==> src/rtl/object_block_frame_parser_macros.svh <==
// assertion macros shared by the frame parser rtl
// depends on a clock named clk and an active-low reset named rst_n in scope
`ifndef OBJECT_BLOCK_FRAME_PARSER_MACROS_SVH
`define OBJECT_BLOCK_FRAME_PARSER_MACROS_SVH

// condition holds at every clock edge outside reset
`define OBFP_ASSERT(label, cond) \
  label: assert property (@(posedge clk) disable iff (!rst_n) (cond)) \
    else $error("frame parser check failed");

// antecedent implies consequent in the next cycle
`define OBFP_ASSERT_NEXT(label, ante, cons) \
  label: assert property (@(posedge clk) disable iff (!rst_n) (ante) |=> (cons)) \
    else $error("frame parser check failed");

`endif

==> src/rtl/obfp_pkg.sv <==
// types and constants for the object block frame parser
// no dependencies
`default_nettype none

package obfp_pkg;

  localparam logic [15:0] START_WORD         = 16'haa55;
  localparam logic [15:0] START_WORD_CC      = 16'haa56;
  localparam logic [15:0] START_WORD_SWAPPED = 16'h55aa;
  localparam logic [15:0] NO_WORD            = 16'hffff;

  localparam logic [6:0] BLOCK_CAP    = 7'd100;
  localparam logic [6:0] COUNT_MAX    = 7'd127;
  localparam logic [2:0] NORMAL_WORDS = 3'd5;
  localparam logic [2:0] CC_WORDS     = 3'd6;
  localparam int unsigned FIELD_DEPTH = 6;

  // parser phases
  localparam logic [1:0] PH_HUNT     = 2'd0;
  localparam logic [1:0] PH_CHECKSUM = 2'd1;
  localparam logic [1:0] PH_FIELDS   = 2'd2;
  localparam logic [1:0] PH_SYNC     = 2'd3;

  // result event codes
  localparam logic [1:0] EV_VALID     = 2'd0;
  localparam logic [1:0] EV_CSUM_ERR  = 2'd1;
  localparam logic [1:0] EV_FRAME_END = 2'd2;
  localparam logic [1:0] EV_NO_DATA   = 2'd3;

  // one assembled big-endian word
  typedef struct packed {
    logic        vld;
    logic [15:0] data;
  } word_t;

endpackage

`default_nettype wire

==> src/rtl/obfp_word_asm.sv <==
// byte-to-word assembler with single-byte drop for realignment
// depends on obfp_pkg
`default_nettype none

module obfp_word_asm
  import obfp_pkg::*;
(
  input  wire logic       clk,
  input  wire logic       rst_n,
  input  wire logic       beat,
  input  wire logic [7:0] rx_byte,
  input  wire logic       drop_req,
  output word_t           word
);

  logic       half_r, half_nxt;
  logic       drop_r, drop_nxt;
  logic [7:0] high_r, high_nxt;

  assign word.vld  = beat && !drop_r && half_r;
  assign word.data = {high_r, rx_byte};

  always_comb begin
    half_nxt = half_r;
    drop_nxt = drop_r;
    high_nxt = high_r;
    if (beat) begin
      if (drop_r) begin
        drop_nxt = 1'b0;
      end else if (!half_r) begin
        high_nxt = rx_byte;
        half_nxt = 1'b1;
      end else begin
        half_nxt = 1'b0;
        // skip the byte after a swapped start word
        if (drop_req) begin
          drop_nxt = 1'b1;
        end
      end
    end
  end

  always_ff @(posedge clk) begin
    if (!rst_n) begin
      half_r <= 1'b0;
      drop_r <= 1'b0;
      high_r <= '0;
    end else begin
      half_r <= half_nxt;
      drop_r <= drop_nxt;
      high_r <= high_nxt;
    end
  end

endmodule

`default_nettype wire

==> src/rtl/object_block_frame_parser.sv <==
// object block frame parser: a result is registered and valid in the cycle after the beat
// carrying the last byte of a word; throughput one input beat per cycle, set by the single
// register stage on the result side (input stalls only while a result waits unclaimed)
// reset is synchronous, active low: hunt phase, no pending result, max_blocks = 100
// depends on obfp_pkg, obfp_word_asm and object_block_frame_parser_macros.svh
`default_nettype none
`include "object_block_frame_parser_macros.svh"

module object_block_frame_parser
  import obfp_pkg::*;
(
  input  wire logic        clk,
  input  wire logic        rst_n,
  // configuration
  input  wire logic        cfg_wr_en,
  input  wire logic [6:0]  cfg_wr_data,
  // byte input
  input  wire logic        in_valid,
  output logic             in_ready,
  input  wire logic [7:0]  in_rx_byte,
  // result output
  output logic             out_valid,
  input  wire logic        out_ready,
  output logic [1:0]       out_event_kind,
  output logic [15:0]      out_signature,
  output logic [15:0]      out_x_pos,
  output logic [15:0]      out_y_pos,
  output logic [15:0]      out_box_width,
  output logic [15:0]      out_box_height,
  output logic [15:0]      out_angle,
  output logic             out_color_code,
  output logic [6:0]       out_block_count
);

  // configuration register
  logic [6:0]  max_blocks_r;
  logic [6:0]  limit;

  // parser state
  logic [1:0]  phase_r, phase_nxt;
  logic [15:0] prev_r, prev_nxt;
  logic        cc_r, cc_nxt;
  logic [15:0] exp_sum_r, exp_sum_nxt;
  logic [15:0] sum_r, sum_nxt;
  logic [2:0]  idx_r, idx_nxt;
  logic [6:0]  vcount_r, vcount_nxt;
  logic [15:0] field_words_r [FIELD_DEPTH];
  logic        fw_we;

  // result register
  logic        out_valid_r, out_valid_nxt;
  logic [1:0]  ev_r, ev_nxt;
  logic [15:0] sig_r, sig_nxt;
  logic [15:0] x_r, x_nxt;
  logic [15:0] y_r, y_nxt;
  logic [15:0] bw_r, bw_nxt;
  logic [15:0] bh_r, bh_nxt;
  logic [15:0] ang_r, ang_nxt;
  logic        occ_r, occ_nxt;
  logic [6:0]  cnt_r, cnt_nxt;

  logic        beat;
  logic        emit;
  logic        drop_req;
  logic        is_start;
  logic [2:0]  need;
  logic [2:0]  idx_inc;
  logic [15:0] sum_inc;
  logic [15:0] w;
  word_t       word;

  // the result register frees up in the same cycle it is drained
  assign in_ready = !out_valid_r || out_ready;
  assign beat     = in_valid && in_ready;

  obfp_word_asm u_word_asm (
    .clk      (clk),
    .rst_n    (rst_n),
    .beat     (beat),
    .rx_byte  (in_rx_byte),
    .drop_req (drop_req),
    .word     (word)
  );

  assign w        = word.data;
  assign is_start = (w == START_WORD) || (w == START_WORD_CC);
  assign need     = cc_r ? CC_WORDS : NORMAL_WORDS;
  assign idx_inc  = idx_r + 3'd1;
  assign sum_inc  = sum_r + w;

  // zero counts as one block, anything above the cap saturates
  always_comb begin
    if (max_blocks_r == 7'd0) begin
      limit = 7'd1;
    end else if (max_blocks_r > BLOCK_CAP) begin
      limit = BLOCK_CAP;
    end else begin
      limit = max_blocks_r;
    end
  end

  // word-level parser, one word per cycle at most
  always_comb begin
    phase_nxt   = phase_r;
    prev_nxt    = prev_r;
    cc_nxt      = cc_r;
    exp_sum_nxt = exp_sum_r;
    sum_nxt     = sum_r;
    idx_nxt     = idx_r;
    vcount_nxt  = vcount_r;
    fw_we       = 1'b0;
    drop_req    = 1'b0;
    emit        = 1'b0;
    ev_nxt      = EV_FRAME_END;
    sig_nxt     = '0;
    x_nxt       = '0;
    y_nxt       = '0;
    bw_nxt      = '0;
    bh_nxt      = '0;
    ang_nxt     = '0;
    occ_nxt     = 1'b0;
    cnt_nxt     = '0;

    if (word.vld) begin
      case (phase_r)
        PH_HUNT: begin
          if (w == 16'h0000 && prev_r == 16'h0000) begin
            // two zero words: camera has nothing to report
            prev_nxt = NO_WORD;
            emit     = 1'b1;
            ev_nxt   = EV_NO_DATA;
          end else if (prev_r == START_WORD && is_start) begin
            cc_nxt     = (w == START_WORD_CC);
            vcount_nxt = '0;
            phase_nxt  = PH_CHECKSUM;
            prev_nxt   = NO_WORD;
          end else begin
            // byte-swapped start means we are one byte off
            drop_req = (w == START_WORD_SWAPPED);
            prev_nxt = w;
          end
        end
        PH_CHECKSUM: begin
          if (is_start) begin
            // back-to-back frame start: close this one, open the next
            emit       = 1'b1;
            ev_nxt     = EV_FRAME_END;
            cnt_nxt    = vcount_r;
            vcount_nxt = '0;
            cc_nxt     = (w == START_WORD_CC);
          end else if (w == 16'h0000) begin
            emit       = 1'b1;
            ev_nxt     = EV_FRAME_END;
            cnt_nxt    = vcount_r;
            vcount_nxt = '0;
            phase_nxt  = PH_HUNT;
            prev_nxt   = NO_WORD;
          end else begin
            exp_sum_nxt = w;
            sum_nxt     = '0;
            idx_nxt     = '0;
            phase_nxt   = PH_FIELDS;
          end
        end
        PH_FIELDS: begin
          fw_we   = (idx_r < CC_WORDS);
          sum_nxt = sum_inc;
          idx_nxt = idx_inc;
          if (idx_inc == need) begin
            // last data word arrives now, straight from the assembler
            emit = 1'b1;
            if (sum_inc == exp_sum_r) begin
              ev_nxt = EV_VALID;
              if (vcount_r < COUNT_MAX) begin
                vcount_nxt = vcount_r + 7'd1;
              end
            end else begin
              ev_nxt = EV_CSUM_ERR;
            end
            sig_nxt   = field_words_r[0];
            x_nxt     = field_words_r[1];
            y_nxt     = field_words_r[2];
            bw_nxt    = field_words_r[3];
            bh_nxt    = cc_r ? field_words_r[4] : w;
            ang_nxt   = cc_r ? w : 16'h0000;
            occ_nxt   = cc_r;
            cnt_nxt   = vcount_nxt;
            idx_nxt   = '0;
            phase_nxt = PH_SYNC;
          end
        end
        PH_SYNC: begin
          if (is_start) begin
            cc_nxt = (w == START_WORD_CC);
          end
          if (is_start && vcount_r < limit) begin
            phase_nxt = PH_CHECKSUM;
          end else begin
            // anything else, or the block limit reached, closes the frame
            emit       = 1'b1;
            ev_nxt     = EV_FRAME_END;
            cnt_nxt    = vcount_r;
            vcount_nxt = '0;
            phase_nxt  = PH_HUNT;
            prev_nxt   = NO_WORD;
          end
        end
        default: begin
          phase_nxt = PH_HUNT;
        end
      endcase
    end
  end

  always_comb begin
    if (emit) begin
      out_valid_nxt = 1'b1;
    end else if (out_ready) begin
      out_valid_nxt = 1'b0;
    end else begin
      out_valid_nxt = out_valid_r;
    end
  end

  // control state
  always_ff @(posedge clk) begin
    if (!rst_n) begin
      max_blocks_r <= BLOCK_CAP;
      phase_r      <= PH_HUNT;
      prev_r       <= NO_WORD;
      cc_r         <= 1'b0;
      exp_sum_r    <= '0;
      sum_r        <= '0;
      idx_r        <= '0;
      vcount_r     <= '0;
      out_valid_r  <= 1'b0;
    end else begin
      if (cfg_wr_en) begin
        max_blocks_r <= cfg_wr_data;
      end
      phase_r     <= phase_nxt;
      prev_r      <= prev_nxt;
      cc_r        <= cc_nxt;
      exp_sum_r   <= exp_sum_nxt;
      sum_r       <= sum_nxt;
      idx_r       <= idx_nxt;
      vcount_r    <= vcount_nxt;
      out_valid_r <= out_valid_nxt;
    end
  end

  // block words, each written once per block before it is read
  always_ff @(posedge clk) begin
    if (fw_we) begin
      field_words_r[idx_r] <= w;
    end
  end

  // result payload, loaded only with a new result
  always_ff @(posedge clk) begin
    if (emit) begin
      ev_r  <= ev_nxt;
      sig_r <= sig_nxt;
      x_r   <= x_nxt;
      y_r   <= y_nxt;
      bw_r  <= bw_nxt;
      bh_r  <= bh_nxt;
      ang_r <= ang_nxt;
      occ_r <= occ_nxt;
      cnt_r <= cnt_nxt;
    end
  end

  assign out_valid       = out_valid_r;
  assign out_event_kind  = ev_r;
  assign out_signature   = sig_r;
  assign out_x_pos       = x_r;
  assign out_y_pos       = y_r;
  assign out_box_width   = bw_r;
  assign out_box_height  = bh_r;
  assign out_angle       = ang_r;
  assign out_color_code  = occ_r;
  assign out_block_count = cnt_r;

  // a result is only produced when the result register can take it
  `OBFP_ASSERT(a_emit_has_room, !emit || beat)
  // block word index stays inside the block store
  `OBFP_ASSERT(a_idx_range, phase_r != PH_FIELDS || idx_r < CC_WORDS)
  // no-data results carry no count
  `OBFP_ASSERT(a_nodata_zero, !out_valid_r || ev_r != EV_NO_DATA || cnt_r == 7'd0)
  // frame end always clears the valid block count
  `OBFP_ASSERT_NEXT(a_end_clears, emit && ev_nxt == EV_FRAME_END, vcount_r == 7'd0)

endmodule

`default_nettype wire
==> config.mk <==
export PLATFORM = sky130hd
export DESIGN_NAME = object_block_frame_parser
export DESIGN_NICKNAME = d
export VERILOG_FILES = /design/src/rtl/obfp_pkg.sv /design/src/rtl/obfp_word_asm.sv /design/src/rtl/object_block_frame_parser.sv
export VERILOG_INCLUDE_DIRS = /design/src /design/src/rtl
export SDC_FILE = /design/constraint.sdc
export NUM_CORES = 1
export LEC_CHECK = 0
export BUFFER_PORTS_ARGS = -buffer_cell sky130_fd_sc_hd__clkbuf_2
export CORE_MARGIN = 2
export CORE_UTILIZATION = 45
export CTS_BUF_LIST = sky130_fd_sc_hd__clkbuf_8 sky130_fd_sc_hd__clkbuf_16
export DETAILED_ROUTE_END_ITERATION = 16
export PLACE_DENSITY = 0.66
export SYNTH_ARGS = -nofsm -noshare
export SYNTH_HDL_FRONTEND = slang
export SYNTH_HIERARCHICAL = 1
export SYNTH_SLANG_ARGS = --single-unit
==> constraint.sdc <==
create_clock -name clk -period 4.1 [get_ports clk]
set_clock_uncertainty 0.15 [all_clocks]
set_input_delay 0.205 -clock clk [delete_from_list [all_inputs] [get_ports clk]]
set_output_delay 0.205 -clock clk [all_outputs]
set_load 0.005 [all_outputs]
==> results.yml <==
yosys:
  syn_area_um2: 12200
  synth_enable_flop_cells: 186
  synth_cell_type_count: 80
  synthCells: 1140
  synth_mux_area_frac: 0.00493
  ys_seq_area_frac: 0.588
  synthSimpleGateAreaFrac: 0.167
  synth-compound-area-share: 0.143
  syn_avg_cell_area_um2: 10.7
  yosysWarnings: 6
  synth_top_family_by_area: "simple AND/OR/NAND/NOR gates"
  syn-num-nets: 1188
  synth_xor_area_frac: 0.0271
  synth-adder-area-share: 0.0294
  ys_async_sr_fraction: 0
  ys_ff_latch: 265
  synth_ff_type: "edfxtp_1"
placement:
  dp_slack_ns: 0.516
  globalplace.congestion: 0.882
  port_buffers: 127
  placed_cells: 1547
  dp_hpwl_um: 19700
cells_and_area:
  final_cells: 1617
  drive_gt1_frac: 0.181
  antenna_cells: 0
  area_growth_syn_to_layout_pct: 16.5
  fillCellCount: 2310
  nNetsFinal: 1303
setup_path:
  cpMaxStageDelayCell: "fa_1"
  r2r_end: "out_block_count[3]"
  cpMostUsedCell: "nand4_1"
  reg2reg_depth: 12
  crit-reg2reg-launch: "sum_r[0]"
  path_class: "flop to flop"
  worst_path_largest_cell_delay_ns: 0.48
  worstPathCellList: "ha_1, inv_1, fa_1, xnor2_1, a211oi_1, nand4_1, nor4_1, nand4b_1, nor4_2, nand4_1, o311ai_2, nand2_1"
  path_buf_inv: 1
  cpLargestDelayFamily: "simple AND/OR/NAND/NOR gates"
  arrival_ns: 3.78
  worstSetupStartpointType: "flop"
  crit_required_ns: 4.23
  r2r_setup_slack_ns: 0.44
  endpoint_kind: "flop"
  critPathMaxFanout: 5
floorplanning:
  io_pins: 128
  core_um2: 26800
  core.rowCount: 60
  fp.dieArea_um2: 28400
  fp.dieH_um: 169
  die-width_um: 169
  initial_utilization: 0.455
worst_hold_path:
  hold_depth: 4
  hold_path_class: "input pin to flop"
  worstHoldStart: "in_rx_byte[1]"
  min_to: "exp_sum_r[1]"
timing:
  hold_violations: 0
  finalSetupViolations: 0
  maxSlewViolCount: 0
  layout_min_cycle_time_ns: 3.66
  rsz0062_at_grt: "false"
  fmax_mhz: 273
  slew_headroom: 0.162
  fin_setup_tns_ns: 0
  worst_pin_slew_ns: 1.25
  min_period_over_period: 0.892
  layout_setup_ws_ns: 0.443
routing:
  drt_first_pass_iters: 5
  drtIter0Drc: 874
  via_per_inst: 5.66
  post_drt_wl_per_cell_um: 18.8
  totalWireLength_um: 30300
  detail-route-antenna-nets: 0
  post-route-drc-count: 0
  vias: 9152
clocking:
  htreeDepth: 1
  cts_buffer_depth: 3
  clk_latency_ns: 0.53
  cts_buffers: 28
  cts_tree: "done"
  clk_pin_slew_worst_paths_ns: 0.06
  cts_root_buffer: "clkbuf_16"
  post_cts_buffers: 0
  cts.sink_count: 265
global_route:
  antenna_found_initial: 0
  grt_pass1_wl_um: 47600
  overflow: 0
  grt_usage: 0.210
  grt_max_degree: 107
  grt_pass1_vias: 8712
power_and_ir_drop:
  power.total_mw: 5.50
  static-leakage-power_nw: 5.07
  powerDensity_nw_per_um2: 387
  ir_worst_vdd_mv: 0.275
run_status:
  outcome: "complete, no violations"
job:
  maxCapViolCount: 0
timing repair:
action | in CTS | in global routing
hold buffers | 19 | 0
resized for setup | 0 | 0
hold endpoints to repair | 11 | 0
report_power, final:
group | total [mW] | switching [mW] | internal, mW
Clock | 2.39 | 0.998 | 1.39
Sequential | 2.88 | 0.0210 | 2.86
Combinational | 0.229 | 0.145 | 0.0840
area by class of cell:
class                   instances  area [um^2]  area share
multi-input cells             764         4590       0.323
clock buffers                  29          726      0.0511
repair buffers                176         1080      0.0758
clock inverters                22          141     0.00995
inverters                      20         78.8     0.00555
well taps                     341          427      0.0300
flip-flops and latches        265         7170       0.505
metal layers:
| metal | wire length (um) | share of wire | vias to the layer above | GRT usage |
|---|---|---|---|---|
| met1 | 13900 | 0.46 | 4439 | 0.300 |
| met3 | 1820 | 0.060 | 43 | 0.0260 |
| met4 | 639 | 0.021 | 0 | 0.0581 |
| met2 | 14000 | 0.46 | 304 | 0.342 |
| li1 | - | - | 4366 | - |
| met5 | 0 | 0 | - | 0 |
cells by family after synthesis:
family                   after synthesis
AO/OA/AOI/OAI                        269
AND/OR/NAND/NOR                      433
flip-flops                           265
multiplexers                           6
buffers and inverters                111
XOR/XNOR                              28
adder cells (fa/ha/maj)               28
worst register-to-register path: stages (launching register included):
cell and delay [ns]:
dfxtp_1 0.33, ha_1 0.21, inv_1 0.08, fa_1 0.48, xnor2_1 0.14, a211oi_1 0.21
nand4_1 0.10, nor4_1 0.29, nand4b_1 0.16, nor4_2 0.44, nand4_1 0.34, o311ai_2 0.36
nand2_1 0.09
how the worst max path moves through the flow:
stage	from	to	slack [ns]	cells past startpoint
finish	sum_r[0]	out_block_count[3]	0.44	12
global route	sum_r[0]	out_block_count[4]	0.23	12
CTS	sum_r[0]	out_block_count[4]	0.51	12
detailed placement	sum_r[0]	out_block_count[4]	0.52	12
global placement	sum_r[0]	out_block_count[4]	0.59	12
floorplan	u_word_asm/high_r[0]	out_angle[0]	0.02	9
metrics by stage:
step | area (um^2) | hold slack, ns | utilization
finish | 14200 | 0.0226 | 0.530
global route | 14200 | 0.0280 | 0.530
CTS | 14200 | 0.000391 | 0.530
detailed placement | 13100 | 0.282 | 0.491
global placement | 13100 | 0.276 | 0.491
floorplan | 12200 | 0.176 | -
placed cells by master (no fill, tap or decap), drive strengths merged, types with 27 or more instances in the layout:
cell / n
a211oi: 36
a21oi: 108
clkbuf: 156
dfxtp: 79
nor2: 102
nand2: 168
buf: 30
nor3: 35
ha: 27
and2: 27
inv: 27
edfxtp: 186
o21ai: 45
cell usage after synthesis, types with 14 or more instances:
cell,instances,area share
a211oi_1,34,0.021
ha_1,27,0.028
nand3_1,23,0.0094
nor4_1,16,0.0082
xnor2_1,16,0.011
nand4_1,14,0.0072
and2_1,24,0.012
a21oi_1,105,0.043
dfxtp_1,79,0.13
edfxtp_1,186,0.46
and3_1,14,0.0072
nand2_1,168,0.052
o21ai_0,38,0.016
a31oi_1,14,0.0072
inv_1,18,0.0055
nor2_1,99,0.030
nor3_1,34,0.014
clkbuf_1,60,0.018
registers in the layout, indices dropped and copies added (netlist names), 2 cells and up, named ones only:
register           count
sum_r                 16
prev_r                16
out_block_count        7
idx_r                  3
u_word_asm/high_r      8
out_angle             16
out_event_kind         2
exp_sum_r             16
vcount_r               7
out_signature         16
max_blocks_r           7
out_y_pos             16
out_box_width         16
field_words_r         80
out_box_height        16
out_x_pos             16
No activity file was read; power rests on OpenSTA's default activity.
